**src/design/arpc_pkg.sv**
```systemverilog
// Shared types and constants for the ARP cache with expiry.
// No dependencies; imported by the core.
package arpc_pkg;

  localparam int ACTION_W = 2;
  localparam int IP_W     = 32;
  localparam int MAC_W    = 48;
  localparam int SLOT_W   = 5;
  localparam int TIME_W   = 32;
  localparam int LIFE_W   = 16;
  localparam int CIDX_W   = 2;

  localparam logic [LIFE_W-1:0] PENDING_LIFE_RST  = 16'd2;
  localparam logic [LIFE_W-1:0] RESOLVED_LIFE_RST = 16'd300;

  localparam logic [CIDX_W-1:0] CFG_PENDING_LIFE  = 2'd0;
  localparam logic [CIDX_W-1:0] CFG_RESOLVED_LIFE = 2'd1;

  typedef enum logic [ACTION_W-1:0] {
    ACT_LOOKUP  = 2'd0,
    ACT_RESERVE = 2'd1,
    ACT_REPLY   = 2'd2,
    ACT_FINISH  = 2'd3
  } action_t;

  typedef enum logic [1:0] {
    ST_FREE    = 2'd0,
    ST_PENDING = 2'd1,
    ST_SOLVED  = 2'd2,
    ST_UNUSED  = 2'd3
  } status_t;

  typedef enum logic [1:0] {
    S_IDLE  = 2'd0,
    S_SCAN  = 2'd1,
    S_FIN   = 2'd2,
    S_WRITE = 2'd3
  } state_t;

  typedef struct packed {
    logic [IP_W-1:0]   ip;
    logic [MAC_W-1:0]  mac;
    status_t           status;
    logic [TIME_W-1:0] expiry;
  } entry_t;

  localparam int ENTRY_W = $bits(entry_t);

endpackage

```
**src/design/arpc_ram.sv**
```systemverilog
// Generic single-write, single-read RAM with registered read data.
// No dependencies.
module arpc_ram #(
  parameter int WIDTH = 8,
  parameter int DEPTH = 32
) (
  input  logic                                       clk,
  input  logic                                       we,
  input  logic [((DEPTH > 1) ? $clog2(DEPTH) : 1)-1:0] waddr,
  input  logic [WIDTH-1:0]                           wdata,
  input  logic [((DEPTH > 1) ? $clog2(DEPTH) : 1)-1:0] raddr,
  output logic [WIDTH-1:0]                           rdata
);

  logic [WIDTH-1:0] mem [DEPTH];

  always_ff @(posedge clk) begin
    if (we) begin
      mem[waddr] <= wdata;
    end
    rdata <= mem[raddr];
  end

endmodule

```
**src/design/arp_cache_with_expiry_core.sv**
```systemverilog
// ARP cache core: slot store, scan sequencer, expiry and replacement logic.
// Depends on arpc_pkg and arpc_ram.
//
// Command-style block. An item is taken when start is high and busy is low;
// busy stays high until the result is out. The result appears for one cycle
// with done high, in the cycle that busy drops; it cannot be held off. The
// slot store is one RAM read one slot per cycle by a shared scan sequencer,
// so the scan sets the time. Lookup and reply stop at the first hit, and
// reply then writes the store; reserve stops at the first free slot, else
// scans every slot, then writes; finish reads only the selected slot. A new
// item may start in the cycle done is high. Per-slot valid flops are cleared
// by reset, so no clearing pass is needed. Lifetime registers are written on
// the cfg channel, which is always ready; write it only while idle.
module arp_cache_with_expiry_core #(
  parameter int ENTRIES = 32
) (
  input  logic                           clk,
  input  logic                           rst,
  input  logic                           start,
  output logic                           busy,
  input  logic [arpc_pkg::ACTION_W-1:0]  action,
  input  logic [arpc_pkg::IP_W-1:0]      ip_address,
  input  logic [arpc_pkg::MAC_W-1:0]     mac_address,
  input  logic [arpc_pkg::SLOT_W-1:0]    slot_index,
  input  logic [arpc_pkg::TIME_W-1:0]    current_time,
  output logic                           done,
  output logic                           found,
  output logic [arpc_pkg::SLOT_W-1:0]    slot,
  output logic [arpc_pkg::MAC_W-1:0]     mac_out,
  input  logic                           cfg_valid,
  output logic                           cfg_ready,
  input  logic [arpc_pkg::CIDX_W-1:0]    cfg_index,
  input  logic [arpc_pkg::LIFE_W-1:0]    cfg_data
);

  import arpc_pkg::*;

  localparam int AW = (ENTRIES > 1) ? $clog2(ENTRIES) : 1;
  localparam logic [AW-1:0] LAST_A = AW'(ENTRIES - 1);

  state_t state, state_next;

  action_t           act;
  logic [IP_W-1:0]   ip_r;
  logic [MAC_W-1:0]  mac_r;
  logic [SLOT_W-1:0] sel_r;
  logic [TIME_W-1:0] now_r;
  logic [AW-1:0]     ptr;
  logic [AW-1:0]     pick, pick_next;
  logic [TIME_W-1:0] oldest, oldest_next;
  logic [AW-1:0]     tgt, tgt_next;
  logic [LIFE_W-1:0] pending_life;
  logic [LIFE_W-1:0] resolved_life;
  logic [ENTRIES-1:0] valid;

  // store interface
  logic              ram_we;
  logic [AW-1:0]     rd_addr;
  logic [ENTRY_W-1:0] ram_rdata;
  entry_t            wr_entry;

  // datapath decisions
  logic [AW-1:0]     sel_a;
  logic [AW-1:0]     look_a;
  logic              sel_ok;
  entry_t            e;
  entry_t            s;
  logic              expired;
  logic              last;
  logic              ip_eq;
  logic              less_old;
  logic              lookup_hit;
  logic              reply_hit;
  logic              is_free;
  logic              fin_hit;

  // output-block signals
  logic              clr_en;
  logic [AW-1:0]     clr_a;
  logic              res_load;
  logic              res_found;
  logic [SLOT_W-1:0] res_slot;
  logic [MAC_W-1:0]  res_mac;

  arpc_ram #(
    .WIDTH (ENTRY_W),
    .DEPTH (ENTRIES)
  ) u_store (
    .clk   (clk),
    .we    (ram_we),
    .waddr (tgt),
    .wdata (wr_entry),
    .raddr (rd_addr),
    .rdata (ram_rdata)
  );

  assign busy      = (state != S_IDLE);
  assign cfg_ready = 1'b1;

  // slot under evaluation; invalid slots read as all zero (free)
  always_comb begin
    sel_a      = AW'(sel_r);
    sel_ok     = ({{(32 - SLOT_W){1'b0}}, sel_r} < 32'(ENTRIES));
    look_a     = (state == S_FIN) ? sel_a : ptr;
    e          = valid[look_a] ? entry_t'(ram_rdata) : '0;
    expired    = (e.expiry < now_r);
    s          = expired ? '0 : e;
    last       = (ptr == LAST_A);
    ip_eq      = (s.ip == ip_r);
    less_old   = (s.expiry < oldest);
    lookup_hit = ip_eq && (s.status == ST_SOLVED);
    reply_hit  = ip_eq && (s.status == ST_PENDING);
    is_free    = (s.status == ST_FREE);
    fin_hit    = sel_ok && (e.ip == ip_r) && (e.status == ST_SOLVED);
  end

  // next state
  always_comb begin
    state_next = state;
    case (state)
      S_IDLE: begin
        if (start) begin
          state_next = (action_t'(action) == ACT_FINISH) ? S_FIN : S_SCAN;
        end
      end
      S_SCAN: begin
        case (act)
          ACT_LOOKUP: begin
            if (lookup_hit || last) state_next = S_IDLE;
          end
          ACT_RESERVE: begin
            if (is_free || last) state_next = S_WRITE;
          end
          ACT_REPLY: begin
            if (reply_hit) state_next = S_WRITE;
            else if (last) state_next = S_IDLE;
          end
          default: state_next = S_IDLE;
        endcase
      end
      S_FIN:   state_next = S_IDLE;
      S_WRITE: state_next = S_IDLE;
      default: state_next = S_IDLE;
    endcase
  end

  // outputs and datapath controls
  always_comb begin
    rd_addr     = ptr + AW'(1);
    ram_we      = 1'b0;
    clr_en      = 1'b0;
    clr_a       = ptr;
    res_load    = 1'b0;
    res_found   = 1'b0;
    res_slot    = '0;
    res_mac     = '0;
    tgt_next    = tgt;
    oldest_next = oldest;
    pick_next   = pick;

    wr_entry.ip = ip_r;
    if (act == ACT_RESERVE) begin
      wr_entry.mac    = '0;
      wr_entry.status = ST_PENDING;
      wr_entry.expiry = now_r + {{(TIME_W - LIFE_W){1'b0}}, pending_life};
    end else begin
      wr_entry.mac    = mac_r;
      wr_entry.status = ST_SOLVED;
      wr_entry.expiry = now_r + {{(TIME_W - LIFE_W){1'b0}}, resolved_life};
    end

    case (state)
      S_IDLE: begin
        rd_addr = (action_t'(action) == ACT_FINISH) ? AW'(slot_index) : '0;
        oldest_next = '1;
        pick_next   = '0;
      end
      S_SCAN: begin
        clr_en = expired;
        case (act)
          ACT_LOOKUP: begin
            if (lookup_hit) begin
              res_load  = 1'b1;
              res_found = 1'b1;
              res_slot  = SLOT_W'(ptr);
              res_mac   = s.mac;
            end else if (last) begin
              res_load = 1'b1;
            end
          end
          ACT_RESERVE: begin
            if (is_free) begin
              tgt_next = ptr;
            end else if (less_old) begin
              oldest_next = s.expiry;
              pick_next   = ptr;
              tgt_next    = ptr;
            end else begin
              tgt_next = pick;
            end
          end
          ACT_REPLY: begin
            if (reply_hit) begin
              tgt_next = ptr;
            end else if (last) begin
              res_load = 1'b1;
            end
          end
          default: ;
        endcase
      end
      S_FIN: begin
        res_load = 1'b1;
        clr_a    = sel_a;
        clr_en   = sel_ok && !fin_hit;
        if (fin_hit) begin
          res_found = 1'b1;
          res_slot  = sel_r;
          res_mac   = e.mac;
        end
      end
      S_WRITE: begin
        ram_we    = 1'b1;
        res_load  = 1'b1;
        res_found = 1'b1;
        res_slot  = SLOT_W'(tgt);
      end
      default: ;
    endcase
  end

  always_ff @(posedge clk) begin
    if (rst) begin
      state         <= S_IDLE;
      done          <= 1'b0;
      valid         <= '0;
      pending_life  <= PENDING_LIFE_RST;
      resolved_life <= RESOLVED_LIFE_RST;
    end else begin
      state <= state_next;
      done  <= res_load;
      if (clr_en) begin
        valid[clr_a] <= 1'b0;
      end
      if (ram_we) begin
        valid[tgt] <= 1'b1;
      end
      if (cfg_valid && cfg_ready) begin
        if (cfg_index == CFG_PENDING_LIFE) begin
          pending_life <= cfg_data;
        end else if (cfg_index == CFG_RESOLVED_LIFE) begin
          resolved_life <= cfg_data;
        end
      end
    end
  end

  always_ff @(posedge clk) begin
    if (state == S_IDLE && start) begin
      act   <= action_t'(action);
      ip_r  <= ip_address;
      mac_r <= mac_address;
      sel_r <= slot_index;
      now_r <= current_time;
      ptr   <= '0;
    end else if (state == S_SCAN) begin
      ptr <= ptr + AW'(1);
    end
    oldest <= oldest_next;
    pick   <= pick_next;
    tgt    <= tgt_next;
    if (res_load) begin
      found   <= res_found;
      slot    <= res_slot;
      mac_out <= res_mac;
    end
  end

  // result beat lands only once the block is back to idle
  a_done_idle: assert property (@(posedge clk) disable iff (rst)
    done |-> !busy)
    else $error("result beat while busy");

  // a store write always reports success on the next beat
  a_write_found: assert property (@(posedge clk) disable iff (rst)
    (state == S_WRITE) |=> (done && found))
    else $error("write not followed by a successful result");

  // an accepted item holds the block busy
  a_accept_busy: assert property (@(posedge clk) disable iff (rst)
    (start && !busy) |=> busy)
    else $error("accepted item did not raise busy");

  // a miss reports zero slot and MAC
  a_miss_zero: assert property (@(posedge clk) disable iff (rst)
    (done && !found) |-> (slot == '0 && mac_out == '0))
    else $error("miss with nonzero payload");

endmodule

```
**config.mk**
```make
export PLATFORM = sky130hd
export DESIGN_NAME = arp_cache_with_expiry_core
export DESIGN_NICKNAME = d
export VERILOG_FILES = /design/src/design/arpc_pkg.sv /design/src/design/arpc_ram.sv /design/src/design/arp_cache_with_expiry_core.sv
export SDC_FILE = /design/constraint.sdc
export NUM_CORES = 2
export LEC_CHECK = 0
export BUFFER_PORTS_ARGS = -buffer_cell sky130_fd_sc_hd__buf_2
export CAP_MARGIN = 10
export CORE_MARGIN = 2
export CORE_UTILIZATION = 40
export DETAILED_ROUTE_END_ITERATION = 10
export PLACE_DENSITY = 0.59
export SLEW_MARGIN = 10
export SYNTH_ARGS = -nofsm -noshare
export SYNTH_HDL_FRONTEND = slang
export SYNTH_SLANG_ARGS = --single-unit
```
**constraint.sdc**
```tcl
create_clock -name clk -period 17.7 [get_ports clk]
set_input_delay 1.77 -clock clk [delete_from_list [all_inputs] [get_ports clk]]
set_output_delay 1.77 -clock clk [all_outputs]
set_load 0.02 [all_outputs]
```
# Word-level counts from Yosys, hierarchy flattened
# Memory sizes are Yosys's and may differ from the RTL's. A register that Yosys moved wholly into a read port is not among the register bits.
# Cells that the tools add are included.
# Widths: inputs -> output; s select.
[op_classes] n_addsub=3 n_lt_le_gt_ge=6 eq_ne=21 muxes=55 bitwise_logic=4 n_reduce_logical=23
[ops] cell="$mux 114" count=2
[ops] cell="$mux 32" count=6
[ops] cell="$mux 48" count=3
[ops] cell="$pmux 48 s2" count=1
[ops] cell="$mux 82" count=1
[ops] cell="$add 32x16->32" count=2
[ops] cell="$eq 32x32->1" count=2
[ops] cell="$lt 32x32->1" count=2
[ops] cell="$pmux 32 s2" count=1
[ops] cell="$mux 5" count=11
[ops] cell="$and 32x32->32" count=1
[ops] cell="$not 32->32" count=1
[ops] cell="$or 32x32->32" count=1
[ops] cell="$pmux 5 s2" count=2
[ops] cell="$pmux 5 s3" count=1
[ops] cell="$eq 2x2->1 const B" count=6
[ops] cell="$lt 5x6->1 const B" count=2
[ops] cell="$mux 1" count=12
[ops] cell="$mux 2" count=6
[ops] cell="$pmux 2 s3" count=2
[ops] cell="$demux 1 s5" count=2
[ops] cell="$ge 5x1->1 const B" count=2
[ops] cell="$ne 2x2->1 const B" count=5
[ops] cell="$reduce_and 3->1" count=3
[ops] cell="other kinds (17)" count=35
[word_totals] ff_bits=287 ramBits=3648 inputBits=141 output_inout_bits=57 word_cells=130 memories=1
[memory_table] name="u_store.mem" depth=32 width=114 rd=1 rd_clocked_by_memory_dff=1 write_ports=1 line="arpc_ram.sv:15" rtl="logic [WIDTH-1:0] mem [DEPTH];"

# Depth between registers and ports, before layout
[depth] ltp_word=13 ltp_mapped=32 depth_no_buf=28

# Modules after synthesis
# A second synthesis with hierarchy kept.
[hier_totals] cells_unflattened=8159 area_unflattened_um2=156567.7
[by_module_without_submodules] module="arpc_ram" n_inst=1 cells_per_inst=6637 area_each_um2=140721.2 seq_area_each_um2=111827.3
[by_module_without_submodules] module="arp_cache_with_expiry_core" n_inst=1 cells_per_inst=1522 area_each_um2=15846.4 seq_area_each_um2=7897.6

# Worst setup path after synthesis
# OpenSTA, ideal clock, no wires.
[synth_timing] path_kind="reg2reg" startpoint="register state[0]" endpoint="register oldest[0], enable pin" setup_ns=0.433 arrival_ns=7.988 t_required_ns=17.267 slack_ns=9.279 path_stages_with_launch=32 path_buffers=4 period_less_slack_ns=8.421 cell_sequence="dfxtp_1 > inv_1 > ha_1 > buf_6 > mux2i_4 > buf_6 > nor3_1 > o41ai_2 > o2111ai_1 > nor3_2 > clkbuf_1 > and2_1 > ha_1 > a2111oi_0 > o41ai_1 > a31oi_1 > o21ai_0 > o21a_1 > a221o_1 > clkbuf_1 > and2_1 > ha_1 > a21o_1 > a21o_1 > a21o_1 > a21o_1 > a21o_1 > a21o_1 > a211o_1 > a221oi_1 > o211ai_2 > o22ai_1"
[synth_rtl] element="from (decl)" line="arp_cache_with_expiry_core.sv:41" rtl="state_t state, state_next;"
[synth_rtl] element="from (signal assigned)" line="arp_cache_with_expiry_core.sv:240" rtl="state <= state_next;"
[synth_rtl] element="to (signal assigned)" line="arp_cache_with_expiry_core.sv:269" rtl="oldest <= oldest_next;"
[synth_rtl] element="to (decl)" line="arp_cache_with_expiry_core.sv:50" rtl="logic [TIME_W-1:0] oldest, oldest_next;"

==> impl_metrics.json <==
{
  "endpoint": "oldest[6]$_SDFFCE_PN1P_",
  "final_cell_mix": "edfxtp_1, nand2_1, and3_1",
  "worstHoldStart": "pending_life[3]$_SDFFE_PP0P_",
  "drv_slew": 0,
  "final_common_cell": "edfxtp_1",
  "num_vias": 102000,
  "cts_resized": 0,
  "hold_depth": 2,
  "r2r_start": "state[1]$_SDFFE_PP0P_",
  "fmax_ghz": 0.0990,
  "syn_to_final_growth_pct": 12.7,
  "drc_errors": 1,
  "synth_area_sq_um": 162000,
  "worstSetupStartpoint": "state[1]$_SDFFE_PP0P_",
  "worstRegToRegCells": 28,
  "dieArea_sq_um": 409000,
  "h-tree-depth": 5,
  "grt_pass1_vias": 97900,
  "yosysSeqAreaShare_pct": 74.0,
  "drtPass1Iterations": 9,
  "cts_tree": "yes",
  "first_iter_violations": 11300,
  "cp.arrival_ps": 10670,
  "clkTransAtPathRegs_ps": 60,
  "whs_ps": 453,
  "crit_type": "reg2reg",
  "rows": 233,
  "dpl.cell_count": 17400,
  "critPathLaunchType": "flip-flop",
  "cts_sinks": 4049,
  "critPathRequiredTime_ps": 18270,
  "coreArea_sq_um": 403000,
  "ys_seq_elements": 4049,
  "gp_congestion": 0.821,
  "fin_nets": 12600,
  "end_kind": "flip-flop",
  "setup_viol": 0,
  "grt_pass1_wl_um": 672000,
  "maxCapViolCount": 0,
  "avgViaCountPerCell": 5.64,
  "rsz0062_at_grt": "no",
  "hold_buffers": 0,
  "syn_avg_cell_area_sq_um": 13.1,
  "clkLatencyLatePin_ps": 990,
  "wl_um": 463000,
  "skew_ps": 59.8,
  "r2r_setup_slack_ps": 7600,
  "ios": 198,
  "run_status": "finished with violations",
  "timing.rr.end": "oldest[6]$_SDFFCE_PN1P_",
  "yosysWarnings": 0,
  "drive_above_1_share_pct": 9.11,
  "min_path_type": "reg2reg",
  "slowest_stage": "o22ai_4",
  "gr-usage-all-layers_pct": 22.0,
  "timing.critical_path.mode_cell": "a21o_1",
  "worst-path-max-fanout": 34,
  "wl_per_cell_um": 25.5,
  "synth_flop_cell": "edfxtp_1",
  "grt_overflow": 0,
  "syn_nets": 12600,
  "slew_headroom_pct": 15.7,
  "final_cells": 18200,
  "antenna_found_initial": 19,
  "dp_hpwl_um": 223000,
  "port_buffers": 196,
  "die_width_um": 640,
  "p_per_area_nw_per_um2": 155,
  "cts_root_buffer": "clkbuf_16",
  "finalCritPeriodShare_pct": 57.0,
  "hold_viol": 0,
  "synthCells": 12400,
  "synth_edf_count": 3863,
  "initial_core_util_pct": 40.2,
  "async_reset_ff_share_pct": 0,
  "power_leakage_uw": 0.0640,
  "irDropWorstVdd_mv": 0.179,
  "antenna_left": 0,
  "setup_tns_ps": 0,
  "die_height_um": 640,
  "cts_buffer_depth": 4,
  "slowest_delay_ps": 920,
  "worstMarginPinSlew_ps": 1250,
  "synth_cell_types": 81,
  "min_period_ps": 10100,
  "violations": "design-rule violations",
  "grt_start_max_net_pins": 181,
  "post_cts_buffers": 0,
  "numCtsBuffers": 420
}
## cell usage after synthesis, drive strengths merged (39+ instances only)
master / count / area share, %
a211oi: 349 / 1.6
nor3: 51 / 0.17
and3: 697 / 2.7
a21oi: 199 / 0.62
edfxtp: 3863 / 72
inv: 196 / 0.45
a21o: 133 / 0.62
nand2b: 39 / 0.15
nand2: 3787 / 8.8
and2: 70 / 0.27
a311oi: 461 / 2.5
o21ai: 55 / 0.17
dfxtp: 186 / 2.3
buf: 59 / 0.18
clkbuf: 797 / 1.9
nor2b: 52 / 0.20
a31oi: 464 / 1.8
ha: 87 / 0.67
nor2: 104 / 0.33
nand3: 482 / 1.5
## worst min-delay path by stage
| stage | end | slack [ps] |
|---|---|---|
| CTS | pending_life[4]$_SDFFE_PP0P_ | 460 |
| global placement | pending_life[3]$_SDFFE_PP0P_ | 440 |
| floorplan | pending_life[0]$_SDFFE_PP0P_ | 430 |
| detailed placement | pending_life[4]$_SDFFE_PP0P_ | 450 |
| global route | pending_life[12]$_SDFFE_PP0P_ | 470 |
| finish | pending_life[3]$_SDFFE_PP0P_ | 450 |
## critical path: cells and delay by family, from the launching register on
family                     cells  cell delay (ps)
muxes                          1              800
adders and majority gates      3             1050
AOI/OAI and AO/OA             13             4410
buffers and inverters          2              730
DFF                            1              380
and+or+nand+nor                9             2230
## per-layer routing
metal | part of all wire [%] | GRT usage, %
met5 | 0 | 0
met4 | 2.6 | 6.00
met1 | 43 | 30.5
met3 | 6.9 | 2.76
met2 | 48 | 36.6
## state kept, by name (all words and copies together), names as in the netlist, 32 cells and up
name           flops
u_store.mem     3648
valid             32
ip_r              32
now_r             32
oldest            32
mac_out           48
u_store.rdata    114
mac_r             48
## cell type report
class                           count  area, sq um
Antenna cell                        8         20.0
Clock buffer                      561        11300
Clock inverter                    217         1840
Fill cell                       35800       220000
Inverter                          196          976
Multi-Input combinational cell   7289        38400
Sequential cell                  4049       120000
Tap cell                         5405         6760
Timing Repair Buffer              449         3120
## report_power, final
part	switching, uW	internal (uW)	total, uW
Combinational	5510	2380	7890
Clock	3710	4810	8530
Sequential	223	11600	11800
## cells by family (layout without fill, tap and decap cells)
family                   Yosys count  after routing  share of synthesized area [%]
AO/OA/AOI/OAI                   1777           1777                           7.92
XOR/XNOR                          24             24                          0.130
adder cells (fa/ha/maj)           88             88                          0.686
buffers and inverters           1052           1423                           2.48
flip-flops                      4049           4049                           74.0
multiplexers                      45             45                          0.325
other                              1              9                        0.00232
AND/OR/NAND/NOR                 5354           5354                           14.4
## per-stage QoR
stage / power [uW] / worst slack [ps] / utilization [%] / area [sq um]
floorplan: 17300 / 9280 / - / 162000
global placement: 19800 / 7600 / 42.0 / 169000
detailed placement: 19800 / 7700 / 42.0 / 169000
CTS: 28300 / 7680 / 45.2 / 182000
global route: 29500 / 6910 / 45.2 / 182000
finish: 28200 / 7600 / 45.3 / 182000
Power figures use the tool's default switching activity.
